`src/jls_pkg.sv`:
```
// Jacobi solver package: item types, command codes, sizes, a saturation helper.
// No dependencies.
package jls_pkg;
	localparam int MaxUnknowns  = 16;
	localparam int IdxW         = $clog2(MaxUnknowns);
	localparam int FractionBits = 16;

	typedef enum logic [1:0] {
		CMD_LOAD_COEF = 2'd0,
		CMD_LOAD_RHS  = 2'd1,
		CMD_SOLVE     = 2'd2,
		CMD_NONE      = 2'd3
	} cmd_t;

	typedef enum logic [1:0] {
		REG_SYSTEM_SIZE    = 2'd0,
		REG_TOLERANCE      = 2'd1,
		REG_MAX_ITERATIONS = 2'd2,
		REG_UNUSED         = 2'd3
	} reg_idx_t;

	typedef enum logic [2:0] {
		ST_IDLE, ST_ROW, ST_MAC, ST_DIV, ST_ALIGN, ST_CHECK, ST_EMIT
	} state_t;

	typedef struct packed {
		logic [1:0]         cmd;
		logic [3:0]         row_index;
		logic [3:0]         col_index;
		logic signed [31:0] value;
	} in_item_t;

	typedef struct packed {
		logic [3:0]         unknown_index;
		logic signed [31:0] unknown_value;
		logic               converged;
		logic               divide_fault;
		logic               last_unknown;
	} out_item_t;

	function automatic logic signed [31:0] sat32(input logic signed [65:0] v);
		if (v > 66'sd2147483647) return 32'sh7fffffff;
		if (v < -66'sd2147483648) return 32'sh80000000;
		return v[31:0];
	endfunction
endpackage

```
`src/jls_cell.sv`:
```
// One cell of the x shift ring: holds x_old[k] and x_new[k], rotates while shift is high.
// Depends on jls_pkg.
module jls_cell
	import jls_pkg::*;
(
	input  logic               clk,
	input  logic               shift,
	input  logic               clear,
	input  logic               commit,
	input  logic signed [31:0] old_in,
	input  logic signed [31:0] new_in,
	output logic signed [31:0] old_q,
	output logic signed [31:0] new_q
);
	always_ff @(posedge clk) begin
		if (clear) begin
			old_q <= '0;
			new_q <= '0;
		end else if (commit) begin
			old_q <= new_q;
		end else if (shift) begin
			old_q <= old_in;
			new_q <= new_in;
		end
	end
endmodule

```
`config.mk`:
```
export PLATFORM = sky130hd
export DESIGN_NAME = jls_cell
export DESIGN_NICKNAME = d
export VERILOG_FILES = /design/src/jls_pkg.sv /design/src/jls_cell.sv
export SDC_FILE = /design/constraint.sdc
export NUM_CORES = 1
export LEC_CHECK = 0
export CELL_PAD_IN_SITES_DETAIL_PLACEMENT = 0
export CELL_PAD_IN_SITES_GLOBAL_PLACEMENT = 1
export CORE_MARGIN = 2
export CORE_UTILIZATION = 49
export CTS_BUF_LIST = sky130_fd_sc_hd__clkbuf_8 sky130_fd_sc_hd__clkbuf_16
export DETAILED_ROUTE_END_ITERATION = 6
export DONT_BUFFER_PORTS = 1
export PLACE_DENSITY = 0.88
export SYNTH_ARGS = -nofsm -noshare
export SYNTH_HDL_FRONTEND = slang
export SYNTH_SLANG_ARGS = --single-unit
export TNS_END_PERCENT = 10
```
`constraint.sdc`:
```
create_clock -name clk -period 2.55 [get_ports clk]
set_input_delay 0.51 -clock clk [delete_from_list [all_inputs] [get_ports clk]]
set_output_delay 0.51 -clock clk [all_outputs]
set_load 0.02 [all_outputs]
```
==> flow_summary.toml <==
[floorplanning]
pin_count = 132
core_sq_mm = 0.00554
die_w_um = 80.0
num_rows = 27
dieArea_sq_mm = 0.00639
die-height_um = 80.0
initial_core_util_pct = 51.0

[power]
power.density_mw_per_mm2 = 757
pwr-share-clk_pct = 41.3
intPower_mw = 1.70
p_sw_mw = 0.511
combPwrFrac_pct = 7.0
p_sw_share_pct = 23.1
leakage_nw = 1.26
seqPwrFrac_pct = 51.8
irDropWorstVdd_mv = 0.400

[timing]
rsz0062_at_grt = "false"
setup_violations = 0
final_max_slew_viol_count = 0
relSlewSlack_pct = 51.9
finalHoldViolCount = 0
tns_ns = 0
layout_min_cycle_time_ns = 1.32
max_freq_mhz = 758
finClkSkew_ns = 0.00648
tightest_slew_ns = 0.720
period_share_pct = 51.8

[worst_setup_path]
r2r_end = "old_q[19]"
ff2ff_setup_slack_ns = 1.58
cp.required_ns = 2.04
rr_worst_depth = 3
startpoint_type = "register"
crit_arrival_ns = 0.81
r2r_start = "old_q[19]"
path_class = "reg -> out"
startpoint = "new_q[22]"
worstPathMaxFanout = 3
cp-end-kind = "output pin"
cp-endpoint = "new_q[22]"
worstSetupPathDepth = 0

[global_route]
grt_overflow_total = 0
grt_pass1_wl_um = 8780
grt_pass1_vias = 1872
grt.total_usage_pct = 17.9
antenna_found_initial = 0
grt_max_degree = 65

[clocking]
cts_tree = "yes"
ctsHtreeMaxLevel = 3
clk_latency_ns = 0.32
ctsResizeCount = 0
clk_path_buf_depth = 2
cts_hold_buffers = 0
numCtsBuffers = 9
clock_sinks = 64
post_cts_buffers = 0
cts_root_buf = "clkbuf_8"
cts.clk_slew.worst_paths_ns = 0.07

[synth]
synth_common_cells = "dfxtp_1 (64), nand2_1 (64), a21oi_1 (32), mux2i_1 (32), nor2_1 (32)"
synth_area_sq_mm = 0.00283
synth_area_leaders = "dfxtp_1 (45%), mux2_4 (16%), mux2i_1 (11%), nand2_1 (8.5%), a21oi_1 (5.7%)"
synth_cells = 280
yosys_warnings = 0
ys.flop_type = "dfxtp_1"
netlist.top_cell.by_area = "dfxtp_1"
ys_seq_elements = 64
ys_types = 15
async_flop_share_pct = 0
syn_nets = 348
syn_area_per_cell_sq_um = 10.1
synth-edff-count = 0
synth_top_area_share_pct = 45.3
ys_seq_area_share_pct = 45.3

[layout]
syn2layout_area_growth_pct = 3.59
finalInstanceArea_sq_mm = 0.00293
antenna_cells = 0
layout-drive-gt1-share_pct = 17.9
num-nets-final = 337

[hold_path]
min_from = "clear"
hold_class = "in -> reg"

[place]
hpwl_um = 3740
place_congestion = 0.642
place_area_sq_mm = 0.00271
numPortBuffers = 0

[outcome]
status = "finished clean"

[detailed_routing]
viasPerCell = 5.35
vias = 1852
postRouteAntennaNets = 0
drt_first_pass_iters = 4
drt_iter0_markers = 82
drcViolationCount = 0
wl_per_cell_um = 16.7
wirelength_um = 5780

[job]
drv_cap = 0
==> registers in the layout (all words and copies together) (netlist names) <==
signal,flops
new_q,32
old_q,32
==> logic make-up after synthesis <==
group	count (synthesis)	synth area share [%]
AOI/OAI and AO/OA	32	5.67
buffers and inverters	22	7.30
DFF	64	45.3
muxes	64	28.1
and+or+nand+nor	98	13.6
==> layout make-up <==
class / count / area, sq um
clock inverters: 3 / 38.8
fillers: 521 / 2610
well taps: 72 / 90.1
clock buffers: 13 / 179
multi-input cells: 194 / 1340
flip-flops and latches: 64 / 1280
==> per-layer routing <==
layer	vias up	track usage (%)	routed length [um]
li1	904	-	-
met1	847	20.3	2410
met2	91	29.1	2660
met3	10	7.13	600
met4	0	9.15	111
met5	-	0	0
==> worst min path at each step <==
stage / end / cells after the start
4_1_cts: new_q[2] / 1
6_report: old_q[1] / 1
5_1_grt: new_q[1] / 1
2_1_floorplan: new_q[10] / 2
3_3_place_gp: new_q[6] / 2
3_5_place_dp: new_q[6] / 2
==> power groups by stage <==
| stage | registers, mW | logic, mW | clock network, mW |
|---|---|---|---|
| after global routing | 1.15 | 0.173 | 0.974 |
| after detailed placement | 1.17 | 0.157 | 0 |
| after CTS | 1.15 | 0.158 | 0.940 |
| after global placement | 1.17 | 0.151 | 0 |
| after floorplan | 1.16 | 0.203 | 0 |
| final | 1.15 | 0.155 | 0.914 |
==> layout by cell type, fill, tap and decap left out <==
cell and count:
bufinv_16 1, mux2_2 2, a21oi_1 32, nand2_1 64
dfxtp_1 64, mux2_4 30, clkbuf_8 13, inv_1 1
nor2_1 32, mux2i_1 32, nor2b_4 1, or2b_4 1
clkinv_2 1
==> per-stage QoR <==
step,hold slack (ns),total power [mW],utilization (%),instances,setup slack (ns)
floorplan,0.544,1.36,-,280,1.21
global placement,0.556,1.32,48.9,330,1.11
detailed placement,0.562,1.33,48.9,330,1.04
CTS,0.223,2.24,52.8,346,1.20
global route,0.223,2.30,52.8,346,1.18
finish,0.249,2.21,52.8,346,1.23
Note: power is estimated with default switching activity, not from simulation.
