==> config.mk <==
export PLATFORM = sky130hd
export DESIGN_NAME = jls_div
export DESIGN_NICKNAME = d
export VERILOG_FILES = /design/src/jls_pkg.sv /design/src/jls_div.sv
export SDC_FILE = /design/constraint.sdc
export NUM_CORES = 1
export LEC_CHECK = 0
export BUFFER_PORTS_ARGS = -buffer_cell sky130_fd_sc_hd__buf_4
export CORE_ASPECT_RATIO = 0.8
export CORE_MARGIN = 2
export CORE_UTILIZATION = 60
export DETAILED_ROUTE_END_ITERATION = 16
export MAX_ROUTING_LAYER = met4
export PLACE_DENSITY = 0.81
export SLEW_MARGIN = 20
export SYNTH_ARGS = -nofsm -noshare
export SYNTH_HDL_FRONTEND = slang
export SYNTH_SLANG_ARGS = --single-unit
==> constraint.sdc <==
create_clock -name clk -period 11.5 [get_ports clk]
set_input_delay 3.45 -clock clk [delete_from_list [all_inputs] [get_ports clk]]
set_output_delay 3.45 -clock clk [all_outputs]
set_load 0.01 [all_outputs]
==> src/jls_pkg.sv <==
// Jacobi solver package: item types, command codes, sizes, a saturation helper.
// No dependencies.
package jls_pkg;
	localparam int MaxUnknowns  = 16;
	localparam int IdxW         = $clog2(MaxUnknowns);
	localparam int FractionBits = 16;

	typedef enum logic [1:0] {
		CMD_LOAD_COEF = 2'd0,
		CMD_LOAD_RHS  = 2'd1,
		CMD_SOLVE     = 2'd2,
		CMD_NONE      = 2'd3
	} cmd_t;

	typedef enum logic [1:0] {
		REG_SYSTEM_SIZE    = 2'd0,
		REG_TOLERANCE      = 2'd1,
		REG_MAX_ITERATIONS = 2'd2,
		REG_UNUSED         = 2'd3
	} reg_idx_t;

	typedef enum logic [2:0] {
		ST_IDLE, ST_ROW, ST_MAC, ST_DIV, ST_ALIGN, ST_CHECK, ST_EMIT
	} state_t;

	typedef struct packed {
		logic [1:0]         cmd;
		logic [3:0]         row_index;
		logic [3:0]         col_index;
		logic signed [31:0] value;
	} in_item_t;

	typedef struct packed {
		logic [3:0]         unknown_index;
		logic signed [31:0] unknown_value;
		logic               converged;
		logic               divide_fault;
		logic               last_unknown;
	} out_item_t;

	function automatic logic signed [31:0] sat32(input logic signed [65:0] v);
		if (v > 66'sd2147483647) return 32'sh7fffffff;
		if (v < -66'sd2147483648) return 32'sh80000000;
		return v[31:0];
	endfunction
endpackage

==> src/jls_div.sv <==
// Restoring signed divider, one quotient bit per cycle: (num << F) / den.
// Depends on jls_pkg.
module jls_div
	import jls_pkg::*;
(
	input  logic               clk,
	input  logic               arst_n,
	input  logic               start,
	input  logic signed [31:0] num,
	input  logic signed [31:0] den,
	output logic               done,
	output logic signed [31:0] quo
);
	localparam int NW = 32 + FractionBits;
	logic [NW-1:0]     n_q;
	logic [NW-1:0]     q_q;
	logic [32:0]       r_q;
	logic [31:0]       d_q;
	logic              neg_q;
	logic              busy_q;
	logic [6:0]        cnt_q;
	logic [33:0]       trial;
	logic signed [65:0] res;

	assign trial = {r_q, n_q[NW-1]} - {2'b0, d_q};
	always_comb begin
		res  = neg_q ? -$signed({18'd0, q_q}) : $signed({18'd0, q_q});
		quo  = sat32(res);
	end

	always_ff @(posedge clk or negedge arst_n) begin
		if (!arst_n) begin
			busy_q <= 1'b0;
			done   <= 1'b0;
			cnt_q  <= '0;
		end else begin
			done <= 1'b0;
			if (start) begin
				busy_q <= 1'b1;
				cnt_q  <= 7'(NW);
			end else if (busy_q) begin
				cnt_q <= cnt_q - 7'd1;
				if (cnt_q == 7'd1) begin
					busy_q <= 1'b0;
					done   <= 1'b1;
				end
			end
		end
	end

	always_ff @(posedge clk) begin
		if (start) begin
			n_q   <= {(num[31] ? 32'(-num) : 32'(num)), FractionBits'(0)};
			d_q   <= den[31] ? 32'(-den) : 32'(den);
			neg_q <= num[31] ^ den[31];
			r_q   <= '0;
			q_q   <= '0;
		end else if (busy_q) begin
			n_q <= n_q << 1;
			if (!trial[33]) begin
				r_q <= trial[32:0];
				q_q <= {q_q[NW-2:0], 1'b1};
			end else begin
				r_q <= {r_q[31:0], n_q[NW-1]};
				q_q <= {q_q[NW-2:0], 1'b0};
			end
		end
	end
endmodule

==> qor.json <==
{
  "crit_buf_inv": {"value": 2},
  "rsz0062_at_grt": {"value": "no"},
  "post-route-period-util": {"value": 67.9, "unit": "%"},
  "cts_inserted_buffers": {"value": 17},
  "utilization_of_the_core_after_routing": {"value": 68.2, "unit": "%"},
  "grt_remaining_overflow": {"value": 0},
  "setup_viol_count_final": {"value": 0},
  "synth.top_cells.by_count": {"value": "nor2_1 (149), dfxtp_1 (81), xor2_1 (78)"},
  "arrival": {"value": 4.36, "unit": "ns"},
  "synth_cells": {"value": 1189},
  "fmax": {"value": 128, "unit": "MHz"},
  "report.power.total": {"value": 2.36, "unit": "mW"},
  "hold_start": {"value": "r_q[23]$_SDFFE_PP0P_"},
  "synth.yosys.warnings": {"value": 0},
  "grt_start_max_net_pins": {"value": 108},
  "timing.final.crit_period": {"value": 7.81, "unit": "ns"},
  "timing.hold.worst.class": {"value": "flip-flop to flip-flop"},
  "gr-usage-all-layers": {"value": 25.9, "unit": "%"},
  "timing_max_transition_violations_final": {"value": 0},
  "timing_hold_violations_final": {"value": 0},
  "detail_route.wirelength": {"value": 22800, "unit": "um"},
  "worstSetupStartpointType": {"value": "flip-flop"},
  "peakVddDrop": {"value": 0.117, "unit": "mV"},
  "max_slew_margin": {"value": 39.5, "unit": "%"},
  "stdcell_count": {"value": 1476},
  "synth_nets": {"value": 1294},
  "run_status": {"value": "finished clean"},
  "place.port_buffers": {"value": 99},
  "post_drt_via_cell_ratio": {"value": 5.89},
  "via_count_of_the_first_global_routing_pass": {"value": 7838},
  "drt_pre_antenna_iters": {"value": 7},
  "floorplan.die.height": {"value": 122, "unit": "um"},
  "synth_top_cell_by_area": {"value": "edfxtp_1"},
  "cts.reportedPaths.clkPinSlew": {"value": 0.06, "unit": "ns"},
  "worst_clock_skew": {"value": 0.0107, "unit": "ns"},
  "power_density_normalized_to_cell_area": {"value": 201, "unit": "nW/um^2"},
  "place.gp.congestion": {"value": 0.899},
  "start_util": {"value": 60.6, "unit": "%"},
  "dr.first_iter.drc_count": {"value": 691},
  "worst_r2r_startpoint": {"value": "d_q[18]$_DFFE_PP_"},
  "worstMarginPinSlew": {"value": 0.908, "unit": "ns"},
  "vias": {"value": 8694},
  "post_cts_buffers": {"value": 0},
  "num-nets-final": {"value": 1343},
  "remaining_drc_errors": {"value": 0},
  "pre_cts_ws": {"value": 4.18, "unit": "ns"},
  "critical_path_peak_fanout": {"value": 22},
  "postCtsResizedCells": {"value": 0},
  "floorplan_die_area": {"value": 18400, "unit": "sq um"},
  "clk_root_buffer_cell": {"value": "clkbuf_16"},
  "ys_flop_type": {"value": "dfxtp_1"},
  "post_synth.cell_area_avg": {"value": 8.74, "unit": "sq um"},
  "antennaDiodeCount": {"value": 0},
  "async_reset_ff_share": {"value": 5.81, "unit": "%"},
  "fraction_of_layout_cells_with_a_size_suffix_above_1": {"value": 12.8, "unit": "%"},
  "dp_hpwl": {"value": 15900, "unit": "um"},
  "path_cells": {"value": "nor4_1 > nand4_1 > or2_1 > o31ai_1 > xor2_1 > o21a_1 > nand4_1 > o41ai_4 > buf_4 > o21ai_0 > buf_4"},
  "postLayoutSetupSlackWorst": {"value": 3.69, "unit": "ns"},
  "ys_ff_latch": {"value": 155},
  "antenna_violating_nets_post_route": {"value": 0},
  "synth.most_common_cell": {"value": "nor2_1"},
  "cts.sinks": {"value": 155},
  "synth.top_cells.by_area": {"value": "edfxtp_1 (19%), dfxtp_1 (16%), mux2i_1 (6.8%)"},
  "area_delta_synth_final": {"value": 12.7, "unit": "%"},
  "dp.cells": {"value": 1444},
  "synthDominantCellAreaShare": {"value": 18.8, "unit": "%"},
  "synth_edf_count": {"value": 65},
  "crit_required": {"value": 8.05, "unit": "ns"},
  "syn-cell-area": {"value": 10400, "unit": "sq um"},
  "number_of_top_level_pins": {"value": 100},
  "timing.critical_path.slowest_cell_delay": {"value": 0.63, "unit": "ns"},
  "netlist-cell-type-count": {"value": 74},
  "cp-startpoint": {"value": "q_q[2]$_SDFFE_PP0P_"},
  "maxCapViolations": {"value": 0},
  "placeable_core_region": {"value": 17200, "unit": "sq um"},
  "critPathCaptureType": {"value": "primary output"},
  "number_of_antenna_violations_at_the_first_check_in_global_routing": {"value": 0},
  "first_pass_grt_wire_length": {"value": 37900, "unit": "um"},
  "timing.setup.tns": {"value": 0, "unit": "ns"},
  "worst_path_max_delay_cell": {"value": "o41ai_4"},
  "synth.yosys.seq_area_share": {"value": 36.6, "unit": "%"},
  "timing_worst_setup_path_type": {"value": "flip-flop to primary output"},
  "post_cts_hold_buffer_count": {"value": 0},
  "rows": {"value": 43},
  "worst_path_dominant_cell_family": {"value": "simple AND/OR/NAND/NOR gates"},
  "static-leakage-power": {"value": 5.12, "unit": "nW"},
  "worst_skew_pair.late_latency": {"value": 0.43, "unit": "ns"},
  "cts_tree": {"value": "built"},
  "ctsHtreeMaxLevel": {"value": 4},
  "dr_wl_cell": {"value": 15.4, "unit": "um"},
  "fp.dieW": {"value": 151, "unit": "um"},
  "clk_path_buf_depth": {"value": 2}
}
-- cell usage in the layout, fill, tap and decap left out, types with 14 or more instances in the layout --
master     netlist  layout
a211oi_1        31      31
nor3_1          22      22
edfxtp_1        65      65
or4_1           14      14
o41ai_1         16      16
a21o_1          14      14
buf_4            1     103
o21ai_1         29      29
a21oi_1         74      74
o21ai_0         55      55
o31ai_1         27      27
ha_1            37      37
inv_1           60      60
xor2_1          78      77
nor2_1         149     149
xnor2_1         49      49
nand2_1         65      65
clkbuf_16        0      17
dfxtp_1         81      81
mux2i_1         71      71
-- power by group --
group	leakage (nW)	internal (mW)	switching, mW
clock network	0.256	0.299	0.235
registers	1.42	0.652	0.0497
logic	3.45	0.506	0.619
total	5.12	1.46	0.903
-- through the flow --
step           area (sq um)  hold slack [ns]
3_5_place_dp          11200            0.497
3_3_place_gp          11100            0.480
6_report              11700            0.503
2_1_floorplan         10400            0.463
4_1_cts               11700            0.507
5_1_grt               11700            0.534
-- cell type report --
class                      instances  area (sq um)
multi-input combinational        900          6070
clock buffer                      19           433
timing repair buffer             104           785
inverter                          60           225
fill                            1392          5450
tap                              225           282
sequential                       155          3800
clock inverter                    13           116
-- state kept, by name, summed over array words and instances (netlist names) --
name and cells:
busy_q 1, cnt_q 7, d_q 32, done 1, n_q 32, neg_q 1
q_q 48, r_q 33
-- kinds of logic (layout without fill, tap and decap cells) --
kind of cell | count (synthesis) | after routing | share of synthesized area (%)
buf+inv | 134 | 196 | 5.37
compound gates | 313 | 313 | 19.5
fa+ha+maj | 38 | 38 | 4.65
xor+xnor | 127 | 127 | 10.7
flops | 155 | 155 | 36.6
mux | 73 | 73 | 7.06
simple gates | 349 | 349 | 16.2
-- final timing paths --
kind                                             end  depth (start not counted)  slack (ns)
worst max-delay path                          quo[0]                         11        3.69
worst min-delay path            r_q[23]$_SDFFE_PP0P_                          2        0.50
worst max register to register   r_q[0]$_SDFFE_PP0P_                         11        7.90
worst min register to register  r_q[23]$_SDFFE_PP0P_                          2        0.50
max in group asynchronous           busy_q$_DFF_PN0_                          1        8.50
min in group asynchronous       cnt_q[0]$_DFFE_PN0P_                          1        2.84
-- worst min-delay path, delay by kind of cell, from the launching register on --
| family | cells | cell delay [ns] |
|---|---|---|
| flops | 1 | 0.32 |
| simple gates | 1 | 0.08 |
| compound gates | 1 | 0.05 |
-- routing by layer --
metal  part of all wire [%]  vias to the layer above  track usage [%]
li1                       -                     4396                -
met3                    5.1                       22             4.91
met4                   0.83                        0             3.86
met1                     49                     4037             37.8
met2                     45                      239             38.5
met5                      0                        -                -
No activity file was read; power rests on OpenSTA's default activity.
